### config.mk
export PLATFORM = sky130hd
export DESIGN_NAME = sliding_median_filter_unit
export DESIGN_NICKNAME = d
export VERILOG_FILES = /design/src/hdl/smf_pkg.sv /design/src/hdl/sliding_median_filter_unit.sv /design/src/hdl/smf_ram.sv /design/src/hdl/smf_rank.sv
export SDC_FILE = /design/constraint.sdc
export NUM_CORES = 2
export LEC_CHECK = 0
export BUFFER_PORTS_ARGS = -buffer_cell sky130_fd_sc_hd__buf_2
export CAP_MARGIN = 20
export CORE_MARGIN = 4
export CORE_UTILIZATION = 50
export DETAILED_ROUTE_END_ITERATION = 12
export GPL_TIMING_DRIVEN = 0
export PLACE_DENSITY = 0.64
export SLEW_MARGIN = 20
export SYNTH_ARGS = -nofsm -noshare
export SYNTH_HDL_FRONTEND = slang
export SYNTH_HIERARCHICAL = 1
export SYNTH_SLANG_ARGS = --single-unit
### constraint.sdc
create_clock -name aclk -period 5 [get_ports aclk]
set_clock_uncertainty 0.15 [all_clocks]
set_input_delay 0.25 -clock aclk [delete_from_list [all_inputs] [get_ports aclk]]
set_output_delay 0.25 -clock aclk [all_outputs]
set_load 0.05 [all_outputs]
### src/hdl/smf_pkg.sv
// Shared constants for the sliding median filter.
`default_nettype none

package smf_pkg;

    // Default half width of the median window
    localparam int SMF_HALF_WINDOW = 5;

    // Sample width
    localparam int SMF_DATA_W = 32;

endpackage

`default_nettype wire

### src/hdl/sliding_median_filter_unit.sv
// Sliding median filter: top level with window RAM, sequencer and output register.
//
// Each input beat is one sample; s_tlast marks the last sample of a sequence. Output i is
// the median (upper middle for even counts) of samples i-HALF_WINDOW .. i+HALF_WINDOW,
// truncated at both ends, and lags the input by HALF_WINDOW beats. The last input beat
// flushes every pending output, the final one flagged by m_tlast, and the filter then
// starts a fresh sequence. The window sits in a 2*HALF_WINDOW+1 entry RAM used as a ring;
// a median reads its c samples one per cycle through the single RAM read port into rank
// lanes. An input beat that yields a median makes one such pass (c = window size, at most
// 2*HALF_WINDOW+1); a beat before the window holds HALF_WINDOW+1 samples makes none; the
// last beat makes one pass per flushed output. A finished median waits in the output
// register while the next input beat is taken.
`default_nettype none

module sliding_median_filter_unit import smf_pkg::*; #(
    parameter int HALF_WINDOW = SMF_HALF_WINDOW
) (
    input  wire logic                  aclk,
    input  wire logic                  aresetn,
    input  wire logic                  s_tvalid,
    output logic                       s_tready,
    input  wire logic [SMF_DATA_W-1:0] s_tdata,   // [31:0] sample_value
    input  wire logic                  s_tlast,   // sample_last
    output logic                       m_tvalid,
    input  wire logic                  m_tready,
    output logic      [SMF_DATA_W-1:0] m_tdata,   // [31:0] median_value
    output logic                       m_tlast    // median_last
);

    localparam int WIN_DEPTH = 2 * HALF_WINDOW + 1;
    localparam int PTR_W     = $clog2(WIN_DEPTH);
    localparam int CNT_W     = $clog2(WIN_DEPTH + 1);
    localparam int LEAD_W    = $clog2(HALF_WINDOW + 1);

    localparam logic [PTR_W-1:0]  LAST_IDX  = PTR_W'(WIN_DEPTH - 1);
    localparam logic [CNT_W-1:0]  DEPTH_CNT = CNT_W'(WIN_DEPTH);
    localparam logic [CNT_W-1:0]  FILL_CNT  = CNT_W'(HALF_WINDOW + 1);
    localparam logic [LEAD_W-1:0] LEAD_MAX  = LEAD_W'(HALF_WINDOW);

    typedef enum logic [1:0] {
        S_IDLE,
        S_LOAD,
        S_PICK
    } state_t;

    state_t                state_reg,   state_next;
    logic [PTR_W-1:0]      top_reg,     top_next;
    logic [CNT_W-1:0]      held_reg,    held_next;
    logic [LEAD_W-1:0]     lead_reg,    lead_next;
    logic                  flush_reg,   flush_next;
    logic [LEAD_W-1:0]     k_reg,       k_next;
    logic [CNT_W-1:0]      job_cnt_reg, job_cnt_next;
    logic [PTR_W-1:0]      rd_ptr_reg,  rd_ptr_next;
    logic [CNT_W-1:0]      iss_reg,     iss_next;
    logic [CNT_W-1:0]      rcv_reg,     rcv_next;
    logic                  rd_pend_reg, rd_pend_next;
    logic                  m_tvalid_reg, m_tvalid_next;
    logic [SMF_DATA_W-1:0] m_tdata_reg,  m_tdata_next;
    logic                  m_tlast_reg,  m_tlast_next;

    logic                  s_accept;
    logic [PTR_W-1:0]      wr_addr;
    logic [CNT_W-1:0]      held_inc;
    logic [CNT_W-1:0]      flush_span;
    logic [CNT_W-1:0]      first_cnt;
    logic [LEAD_W-1:0]     k_dec;
    logic [CNT_W-1:0]      next_span;
    logic [CNT_W-1:0]      next_cnt;
    logic [PTR_W-1:0]      rd_wrap;
    logic                  issue;
    logic                  out_free;
    logic [SMF_DATA_W-1:0] ram_rdata;
    logic [SMF_DATA_W-1:0] median;

    assign s_tready = (state_reg == S_IDLE);
    assign s_accept = s_tvalid && s_tready;
    assign m_tvalid = m_tvalid_reg;
    assign m_tdata  = m_tdata_reg;
    assign m_tlast  = m_tlast_reg;
    assign out_free = !m_tvalid_reg || m_tready;

    // Ring pointer and window size arithmetic
    assign wr_addr    = (top_reg == LAST_IDX) ? '0 : top_reg + PTR_W'(1);
    assign held_inc   = (held_reg == DEPTH_CNT) ? held_reg : held_reg + CNT_W'(1);
    assign flush_span = CNT_W'(lead_reg) + FILL_CNT;
    assign first_cnt  = (flush_span < held_inc) ? flush_span : held_inc;
    assign k_dec      = k_reg - LEAD_W'(1);
    assign next_span  = CNT_W'(k_dec) + FILL_CNT;
    assign next_cnt   = (next_span < held_reg) ? next_span : held_reg;
    assign rd_wrap    = (rd_ptr_reg == '0) ? LAST_IDX : rd_ptr_reg - PTR_W'(1);
    assign issue      = (state_reg == S_LOAD) && (iss_reg != job_cnt_reg);

    smf_ram #(
        .WIDTH (SMF_DATA_W),
        .DEPTH (WIN_DEPTH)
    ) u_window (
        .clk     (aclk),
        .wr_en   (s_accept),
        .wr_addr (wr_addr),
        .wr_data (s_tdata),
        .rd_addr (rd_ptr_reg),
        .rd_data (ram_rdata)
    );

    smf_rank #(
        .DEPTH (WIN_DEPTH)
    ) u_rank (
        .clk        (aclk),
        .load_valid (rd_pend_reg),
        .load_lane  (rcv_reg[PTR_W-1:0]),
        .load_data  (ram_rdata),
        .used_count (job_cnt_reg),
        .median     (median)
    );

    // Sequencer next-state logic
    always_comb begin
        state_next    = state_reg;
        top_next      = top_reg;
        held_next     = held_reg;
        lead_next     = lead_reg;
        flush_next    = flush_reg;
        k_next        = k_reg;
        job_cnt_next  = job_cnt_reg;
        rd_ptr_next   = rd_ptr_reg;
        iss_next      = iss_reg;
        rcv_next      = rcv_reg;
        rd_pend_next  = issue;
        m_tvalid_next = m_tvalid_reg && !m_tready;
        m_tdata_next  = m_tdata_reg;
        m_tlast_next  = m_tlast_reg;

        case (state_reg)
            S_IDLE: begin
                if (s_accept) begin
                    top_next    = wr_addr;
                    held_next   = held_inc;
                    rd_ptr_next = wr_addr;
                    iss_next    = '0;
                    rcv_next    = '0;
                    if (s_tlast) begin
                        flush_next   = 1'b1;
                        k_next       = lead_reg;
                        job_cnt_next = first_cnt;
                        state_next   = S_LOAD;
                    end else begin
                        lead_next = (lead_reg == LEAD_MAX) ? lead_reg : lead_reg + LEAD_W'(1);
                        if (held_inc >= FILL_CNT) begin
                            flush_next   = 1'b0;
                            job_cnt_next = held_inc;
                            state_next   = S_LOAD;
                        end
                    end
                end
            end
            S_LOAD: begin
                // One RAM read issued and one sample received per cycle
                if (issue) begin
                    rd_ptr_next = rd_wrap;
                    iss_next    = iss_reg + CNT_W'(1);
                end
                if (rd_pend_reg) begin
                    rcv_next = rcv_reg + CNT_W'(1);
                    if (rcv_reg + CNT_W'(1) == job_cnt_reg) begin
                        state_next = S_PICK;
                    end
                end
            end
            S_PICK: begin
                if (out_free) begin
                    m_tvalid_next = 1'b1;
                    m_tdata_next  = median;
                    m_tlast_next  = flush_reg && (k_reg == '0);
                    if (flush_reg && (k_reg != '0)) begin
                        k_next       = k_dec;
                        job_cnt_next = next_cnt;
                        rd_ptr_next  = top_reg;
                        iss_next     = '0;
                        rcv_next     = '0;
                        state_next   = S_LOAD;
                    end else begin
                        if (flush_reg) begin
                            held_next  = '0;
                            lead_next  = '0;
                            flush_next = 1'b0;
                        end
                        state_next = S_IDLE;
                    end
                end
            end
            default: begin
                state_next = S_IDLE;
            end
        endcase
    end

    // State and registered outputs
    always_ff @(posedge aclk) begin
        if (!aresetn) begin
            state_reg    <= S_IDLE;
            top_reg      <= '0;
            held_reg     <= '0;
            lead_reg     <= '0;
            flush_reg    <= 1'b0;
            k_reg        <= '0;
            job_cnt_reg  <= '0;
            rd_ptr_reg   <= '0;
            iss_reg      <= '0;
            rcv_reg      <= '0;
            rd_pend_reg  <= 1'b0;
            m_tvalid_reg <= 1'b0;
            m_tlast_reg  <= 1'b0;
        end else begin
            state_reg    <= state_next;
            top_reg      <= top_next;
            held_reg     <= held_next;
            lead_reg     <= lead_next;
            flush_reg    <= flush_next;
            k_reg        <= k_next;
            job_cnt_reg  <= job_cnt_next;
            rd_ptr_reg   <= rd_ptr_next;
            iss_reg      <= iss_next;
            rcv_reg      <= rcv_next;
            rd_pend_reg  <= rd_pend_next;
            m_tvalid_reg <= m_tvalid_next;
            m_tlast_reg  <= m_tlast_next;
        end
        m_tdata_reg <= m_tdata_next;
    end

endmodule

`default_nettype wire

### src/hdl/smf_ram.sv
// Generic single-port-write, single-port-read RAM with registered read data.
`default_nettype none

module smf_ram #(
    parameter int WIDTH = 32,
    parameter int DEPTH = 16
) (
    input  wire logic                     clk,
    input  wire logic                     wr_en,
    input  wire logic [$clog2(DEPTH)-1:0] wr_addr,
    input  wire logic [WIDTH-1:0]         wr_data,
    input  wire logic [$clog2(DEPTH)-1:0] rd_addr,
    output logic      [WIDTH-1:0]         rd_data
);

    logic [WIDTH-1:0] mem [DEPTH];

    // Write port and registered read port
    always_ff @(posedge clk) begin
        if (wr_en) begin
            mem[wr_addr] <= wr_data;
        end
        rd_data <= mem[rd_addr];
    end

endmodule

`default_nettype wire

### src/hdl/smf_rank.sv
// Rank lanes: loads window samples one per cycle and picks the median by rank count.
`default_nettype none

module smf_rank import smf_pkg::*; #(
    parameter int DEPTH = 2 * SMF_HALF_WINDOW + 1
) (
    input  wire logic                       clk,
    input  wire logic                       load_valid,
    input  wire logic [$clog2(DEPTH)-1:0]   load_lane,
    input  wire logic [SMF_DATA_W-1:0]      load_data,
    input  wire logic [$clog2(DEPTH+1)-1:0] used_count,
    output logic      [SMF_DATA_W-1:0]      median
);

    localparam int LANE_W = $clog2(DEPTH);
    localparam int CNT_W  = $clog2(DEPTH + 1);

    logic [SMF_DATA_W-1:0] vals_reg  [DEPTH];
    logic [CNT_W-1:0]      below_reg [DEPTH];
    logic [CNT_W-1:0]      upto_reg  [DEPTH];

    logic [DEPTH-1:0] lt_vec;
    logic [DEPTH-1:0] le_vec;
    logic [CNT_W-1:0] new_below;
    logic [CNT_W-1:0] new_upto;
    logic [CNT_W-1:0] rank;

    // Compare the incoming sample with every lane already loaded
    always_comb begin
        for (int i = 0; i < DEPTH; i++) begin
            lt_vec[i] = (LANE_W'(i) < load_lane) && (vals_reg[i] < load_data);
            le_vec[i] = (LANE_W'(i) < load_lane) && (vals_reg[i] <= load_data);
        end
        new_below = CNT_W'($countones(lt_vec));
        new_upto  = CNT_W'($countones(le_vec)) + CNT_W'(1);
    end

    // Each pair is compared once: older lanes update, the new lane takes its counts
    always_ff @(posedge clk) begin
        if (load_valid) begin
            for (int i = 0; i < DEPTH; i++) begin
                if (LANE_W'(i) < load_lane) begin
                    below_reg[i] <= below_reg[i] + CNT_W'(load_data < vals_reg[i]);
                    upto_reg[i]  <= upto_reg[i] + CNT_W'(load_data <= vals_reg[i]);
                end else if (LANE_W'(i) == load_lane) begin
                    vals_reg[i]  <= load_data;
                    below_reg[i] <= new_below;
                    upto_reg[i]  <= new_upto;
                end
            end
        end
    end

    // Lanes that hold the rank all hold the same value, so an OR merges them
    always_comb begin
        rank   = used_count >> 1;
        median = '0;
        for (int i = 0; i < DEPTH; i++) begin
            if ((CNT_W'(i) < used_count) && (below_reg[i] <= rank) && (rank < upto_reg[i])) begin
                median = median | vals_reg[i];
            end
        end
    end

endmodule

`default_nettype wire

======== Yosys cells after proc, flatten, opt, wreduce, memory -nomap -nowiden ========
Memories as Yosys holds them, arrays and structs flattened. A register that Yosys moved wholly into a read port is not among the register bits.
Index checks and enable logic that the tools add are counted.
word-level totals
  register bits after elaboration ......... 68
  memory bits (writable) .................. 792
  input bits .............................. 37
  output and inout port bits .............. 35
  logic and storage cells ................. 499
  memories ................................ 4
cells by class
  add/subtract/negate cells ............... 52
  $lt $le $gt $ge ......................... 91
  equal/unequal tests ..................... 29
  multiplexer cells ....................... 198
  bitwise logic cells ..................... 32
  reductions and logical operators ........ 79
memory list
  name              depth  bits a word  rd ports  clocked after memory_dff  wr ports  RTL line        source
  u_rank.vals_reg   11     32           11        0                         1         smf_rank.sv:18  logic [SMF_DATA_W-1:0] vals_reg [DEPTH];
  u_window.mem      11     32           1         1                         1         smf_ram.sv:16   logic [WIDTH-1:0] mem [DEPTH];
  u_rank.below_reg  11     4            11        0                         11        smf_rank.sv:19  logic [CNT_W-1:0] below_reg [DEPTH];
  u_rank.upto_reg   11     4            11        0                         11        smf_rank.sv:20  logic [CNT_W-1:0] upto_reg [DEPTH];
operator list
  cell                                                                          count
  32-bit <= comparator                                                          22
  32-bit less-than comparator                                                   22
  32-bit two-way mux                                                            21
  32-bit bitwise OR                                                             10
  32-bit OR reduction                                                           10
  4-bit two-way mux                                                             55
  1-bit two-way mux                                                             97
  4-bit by 1-bit adder with 4-bit output                                        24
  1-bit logical AND                                                             49
  4-bit by 3-bit <= comparator with 1-bit output                                11
  3-bit by 4-bit less-than comparator with 1-bit output                         11
  4-bit case mux with 3 select lines                                            3
  5-bit AND reduction                                                           7
  4-bit adder                                                                   8
  3-bit by 4-bit less-than comparator with 1-bit output (first input constant)  8
  3-bit two-way mux                                                             10
  4-bit less-than comparator (first input constant)                             6
  1-bit bitwise OR                                                              22
  1-bit by 1-bit adder with 2-bit output                                        10
  4-bit by 1-bit adder with 4-bit output (second input constant)                4
  3-bit by 4-bit equality test with 1-bit output (first input constant)         4
  1-bit by 4-bit less-than comparator with 1-bit output (first input constant)  4
  2-bit by 4-bit less-than comparator with 1-bit output (first input constant)  4
  2-bit inequality test (second input constant)                                 8
  32 further kinds                                                              51

======== Longest topological paths before layout ========
An unclocked memory read counts as a cell.
  depth after elaboration ................. 25
  gate-level depth with buffers ........... 19
  gate-level depth less buffers ........... 18

======== Hierarchy ========
Netlist, hierarchy kept.
modules (own cells, without submodules)
  module                      instances  cells each  area an instance (sq um)  sequential area each (sq um)
  smf_rank                    1          2,791       29,250.6                  13,212.7
  smf_ram                     1          770         14,642.8                  11,210.8
  sliding_median_filter_unit  1          349         3,678.5                   1,681.6

======== Least setup slack after synthesis ========
No wires, ideal clock.
  path type ............................... reg2reg
  start ................................... register u_window.rd_data[14], read port of u_window.mem
  end ..................................... memory u_rank/upto_reg[0][10] (netlist name), data pin
  library setup time ...................... 267 ps
  arrival ................................. 5,135 ps
  data required time ...................... 4,583 ps
  slack ................................... -552 ps
  stages on the path, launching flop included .. 19
  buffers on the path ..................... 1
  period minus slack after synthesis ...... 5,552 ps
  path through ............................ dfxtp_1 -> ha_1 -> a21oi_1 -> nand2_1 -> a221o_1 -> a211o_1 -> a21oi_1 -> a21o_1 -> fa_1 -> fa_1 -> fa_1 -> inv_1 -> fa_1 -> ha_1 -> inv_1 -> fa_1 -> xor2_1 -> clkbuf_1 -> o21ai_0
RTL lines
  what                RTL line        source
  start: declaration  smf_ram.sv:13   output logic [WIDTH-1:0] rd_data
  end: declaration    smf_rank.sv:20

==> out/results.txt <==
Pwr per Cell Area - 518 nW/um2
CTS Buffer Depth - 3
Main synth FF type - edfxtp_1
Max Freq - 177 MHz
clock buffer count from CTS - 98
fin crit share - 1.13
Worst Tran Pin Value - 1140 ps
GP Congestion - 0.941
IO Pins - 72
worst-path cell chain - ha_1 > nand4_1 > nor4_4 > a21oi_4 > a21o_1 > ha_1 > fa_1 > fa_1 > inv_2 > fa_2 > ha_4 > inv_2 > fa_2 > xor2_4 > buf_8 > o21ai_1
Worst EP required - 5250 ps
die area - 100000 um2
IO buf count - 70
cells after synthesis - 3910
CP peak stage delay - 650 ps
crit path time final - 5640 ps
depth of the CTS H-tree - 3
P&R area growth vs syn - 19.0%
vias - 34000
Clock Latency Late Sink - 710 ps
hold slack - 262 ps
cell family with the largest share of critical-path delay - adder cells
CTS sink count - 892
critical path type - reg -> reg
Root Buffer - clkbuf_16
status - finished with violations
Post-Syn Area per Cell - 12.2 um2
share of post-route cells with drive strength above 1 - 0.195
top post-synthesis cells by area - edfxtp_1, ha_1, inv_1, dfxtp_1, nand2_1
Global Route Usage Sum - 0.284
first-pass GRT wire length - 211000 um
Detailed Route Iter0 Violations - 3784
FP Rows - 112
YS warnings - 6
# setup viols final - 89
initial antenna violation count - 5
Synth top area share - 0.520
post-synthesis cell type count - 93
Post-Syn Nets - 4438
Horiz. Die Dim - 316 um
critical path fanouts, max - 12
Rel. slew slack - 0.234
Core ar. - 93900 um2
CP Launch Type - flop
number of synthesized flops with an enable pin - 824
die height - 316 um
crit end category - flop
overall power - 29.3 mW
drt total wl - 143000 um
ys async rst share - 0
hold crit path type - in -> reg
register area share after synthesis - 0.549
Yosys top cell by area - edfxtp_1
WL/cell - 25.4 um
total congestion overflow - 0
Detail Route Antenna Nets - 0
Slew Viols, Final - 0
largest net degree at the start of global routing - 37
drt via density - 6.05
Max IR drop VDD - 0.000322 V
Synth Cell Area - 47600 um2
Setup WS post-layout - -636 ps
clk slew on worst S/H paths - 60 ps
MaxCap Viol Count - 0
LEAKAGE - 22.4 nW
vias in the first global route - 33600
TritonCTS clock tree - yes
WP data arrival - 5880 ps
Seq cells post-synth - 892
failing checks - setup timing
Final Net Count - 4816
HPWL after DPL - 96000 um
final hold vios - 0
DRC viols - 0
Crit path buffers/inverters - 3
RSZ-0062 raised after global routing - true
drt first pass iters - 6
initial core utilization - 0.507
Critical-path top delay cell - nor4_4
## where the power goes
| part | switching, mW | total [mW] | internal (mW) | leakage (nW) |
|---|---|---|---|---|
| Clock | 3.05 | 7.38 | 4.34 | 1.59 |
| Combinational | 7.18 | 11.6 | 4.41 | 12.8 |
| Sequential | 1.08 | 10.4 | 9.29 | 8.00 |
## cell usage in the layout, fill, tap and decap left out, types with 103 or more instances in the layout
cell / count
a21oi_1: 139
inv_1: 437
nand2_1: 211
clkbuf_1: 110
buf_2: 103
buf_4: 110
edfxtp_1: 824
clkbuf_16: 107
nand3_1: 146
ha_1: 456
## logic make-up (layout without fill, tap and decap cells)
| logic type | after synthesis | count (layout) | share of synthesized area |
|---|---|---|---|
| xor gates and xnor gates | 61 | 61 | 0.0114 |
| AOI/OAI and AO/OA | 725 | 725 | 0.111 |
| and+or+nand+nor | 960 | 960 | 0.106 |
| buffers and inverters | 606 | 1064 | 0.0517 |
| adders and majority gates | 491 | 491 | 0.131 |
| other | 0 | 2 | 0 |
| DFF | 892 | 892 | 0.549 |
| muxes | 175 | 175 | 0.0395 |
## routing by layer
layer	routed length, um	share of wire	global-route usage	up-vias
met3	12000	0.084	0.0482	319
met1	59200	0.41	0.385	16700
li1	-	-	-	15500
met2	65400	0.46	0.455	1522
met5	0	0	0	-
met4	6450	0.045	0.120	0
## per-stage QoR
step           cell area [um2]  setup WS (ps)   util  TNS [ps]  instances
5_1_grt                  56600           -756  0.603    -43290       5624
2_1_floorplan            47900          -86.0      -     -1430       3910
3_3_place_gp             49800          -1930  0.531   -331550       5234
3_5_place_dp             50500          -2000  0.537   -149880       5269
6_report                 56600           -636  0.603    -33680       5624
4_1_cts                  56300           -553  0.599    -25240       5612
## timing repair
action / 4_1_cts / 5_1_grt
pin swaps: 77 / 26
buffers inserted: 118 / 10
hold buffers: 38 / 0
gates cloned: 7 / 0
endpoints found under the hold margin: 385 / 0
setup endpoints to repair: 115 / 97
resized for setup: 299 / 68
## worst register-to-register path, stage by stage, from the launching register on
cell	delay, ps
dfxtp_4	440
ha_1	370
nand4_1	300
nor4_4	650
a21oi_4	150
a21o_1	250
ha_1	310
fa_1	510
fa_1	530
inv_2	50
fa_2	590
ha_4	150
inv_2	30
fa_2	370
xor2_4	240
buf_8	190
o21ai_1	70
## cells in the mapped netlist (12+ instances only)
cell type and n:
a21boi_0 15, o22ai_1 36, xnor2_1 19, nand2b_1 67, buf_6 12, xor2_1 41
nand3_1 149, a21oi_1 162, and3_1 47, nor2_1 73, ha_1 478, a221oi_1 16
edfxtp_1 824, o211ai_1 42, mux2_2 64, clkbuf_1 90, mux2_1 37, inv_1 457
mux2i_1 74, o31ai_1 15, a21o_1 45, nor4_1 92, buf_2 33, nand3b_1 22
a2111oi_0 53, a211oi_1 22, o31ai_2 32, nor3_1 87, o21a_1 12, nand4_1 79
nor2b_1 44, dfxtp_1 68, a222oi_1 13, a22o_1 34, o21ai_0 135, nand2_1 244
fa_1 13
## worst paths after layout
kind / start / to / slack (ps) / cells past startpoint
setup / recovery: u_window/rd_data[23]$_DFF_P_ / u_rank/upto_reg[2][6]$_DFFE_PP_ / -640 / 16
hold / removal: s_tdata[22] / u_window/mem[8][22]$_DFFE_PP_ / 260 / 2
setup reg to reg: u_window/rd_data[23]$_DFF_P_ / u_rank/upto_reg[2][6]$_DFFE_PP_ / -640 / 16
hold reg to reg: m_tlast$_SDFFE_PN0P_ / m_tlast$_SDFFE_PN0P_ / 340 / 2
## layout make-up
type                       instances  area [um2]
antenna                            2        5.00
fill                            7532       37300
clock buffer                     131        2640
clock inverter                    49         614
multi-input combinational       2412       20500
buffer                           147         886
timing repair buffer             278        2500
sequential                       892       26200
inverter                         459        1730
tap                             1254        1570
Note: power is estimated with default switching activity, not from simulation.
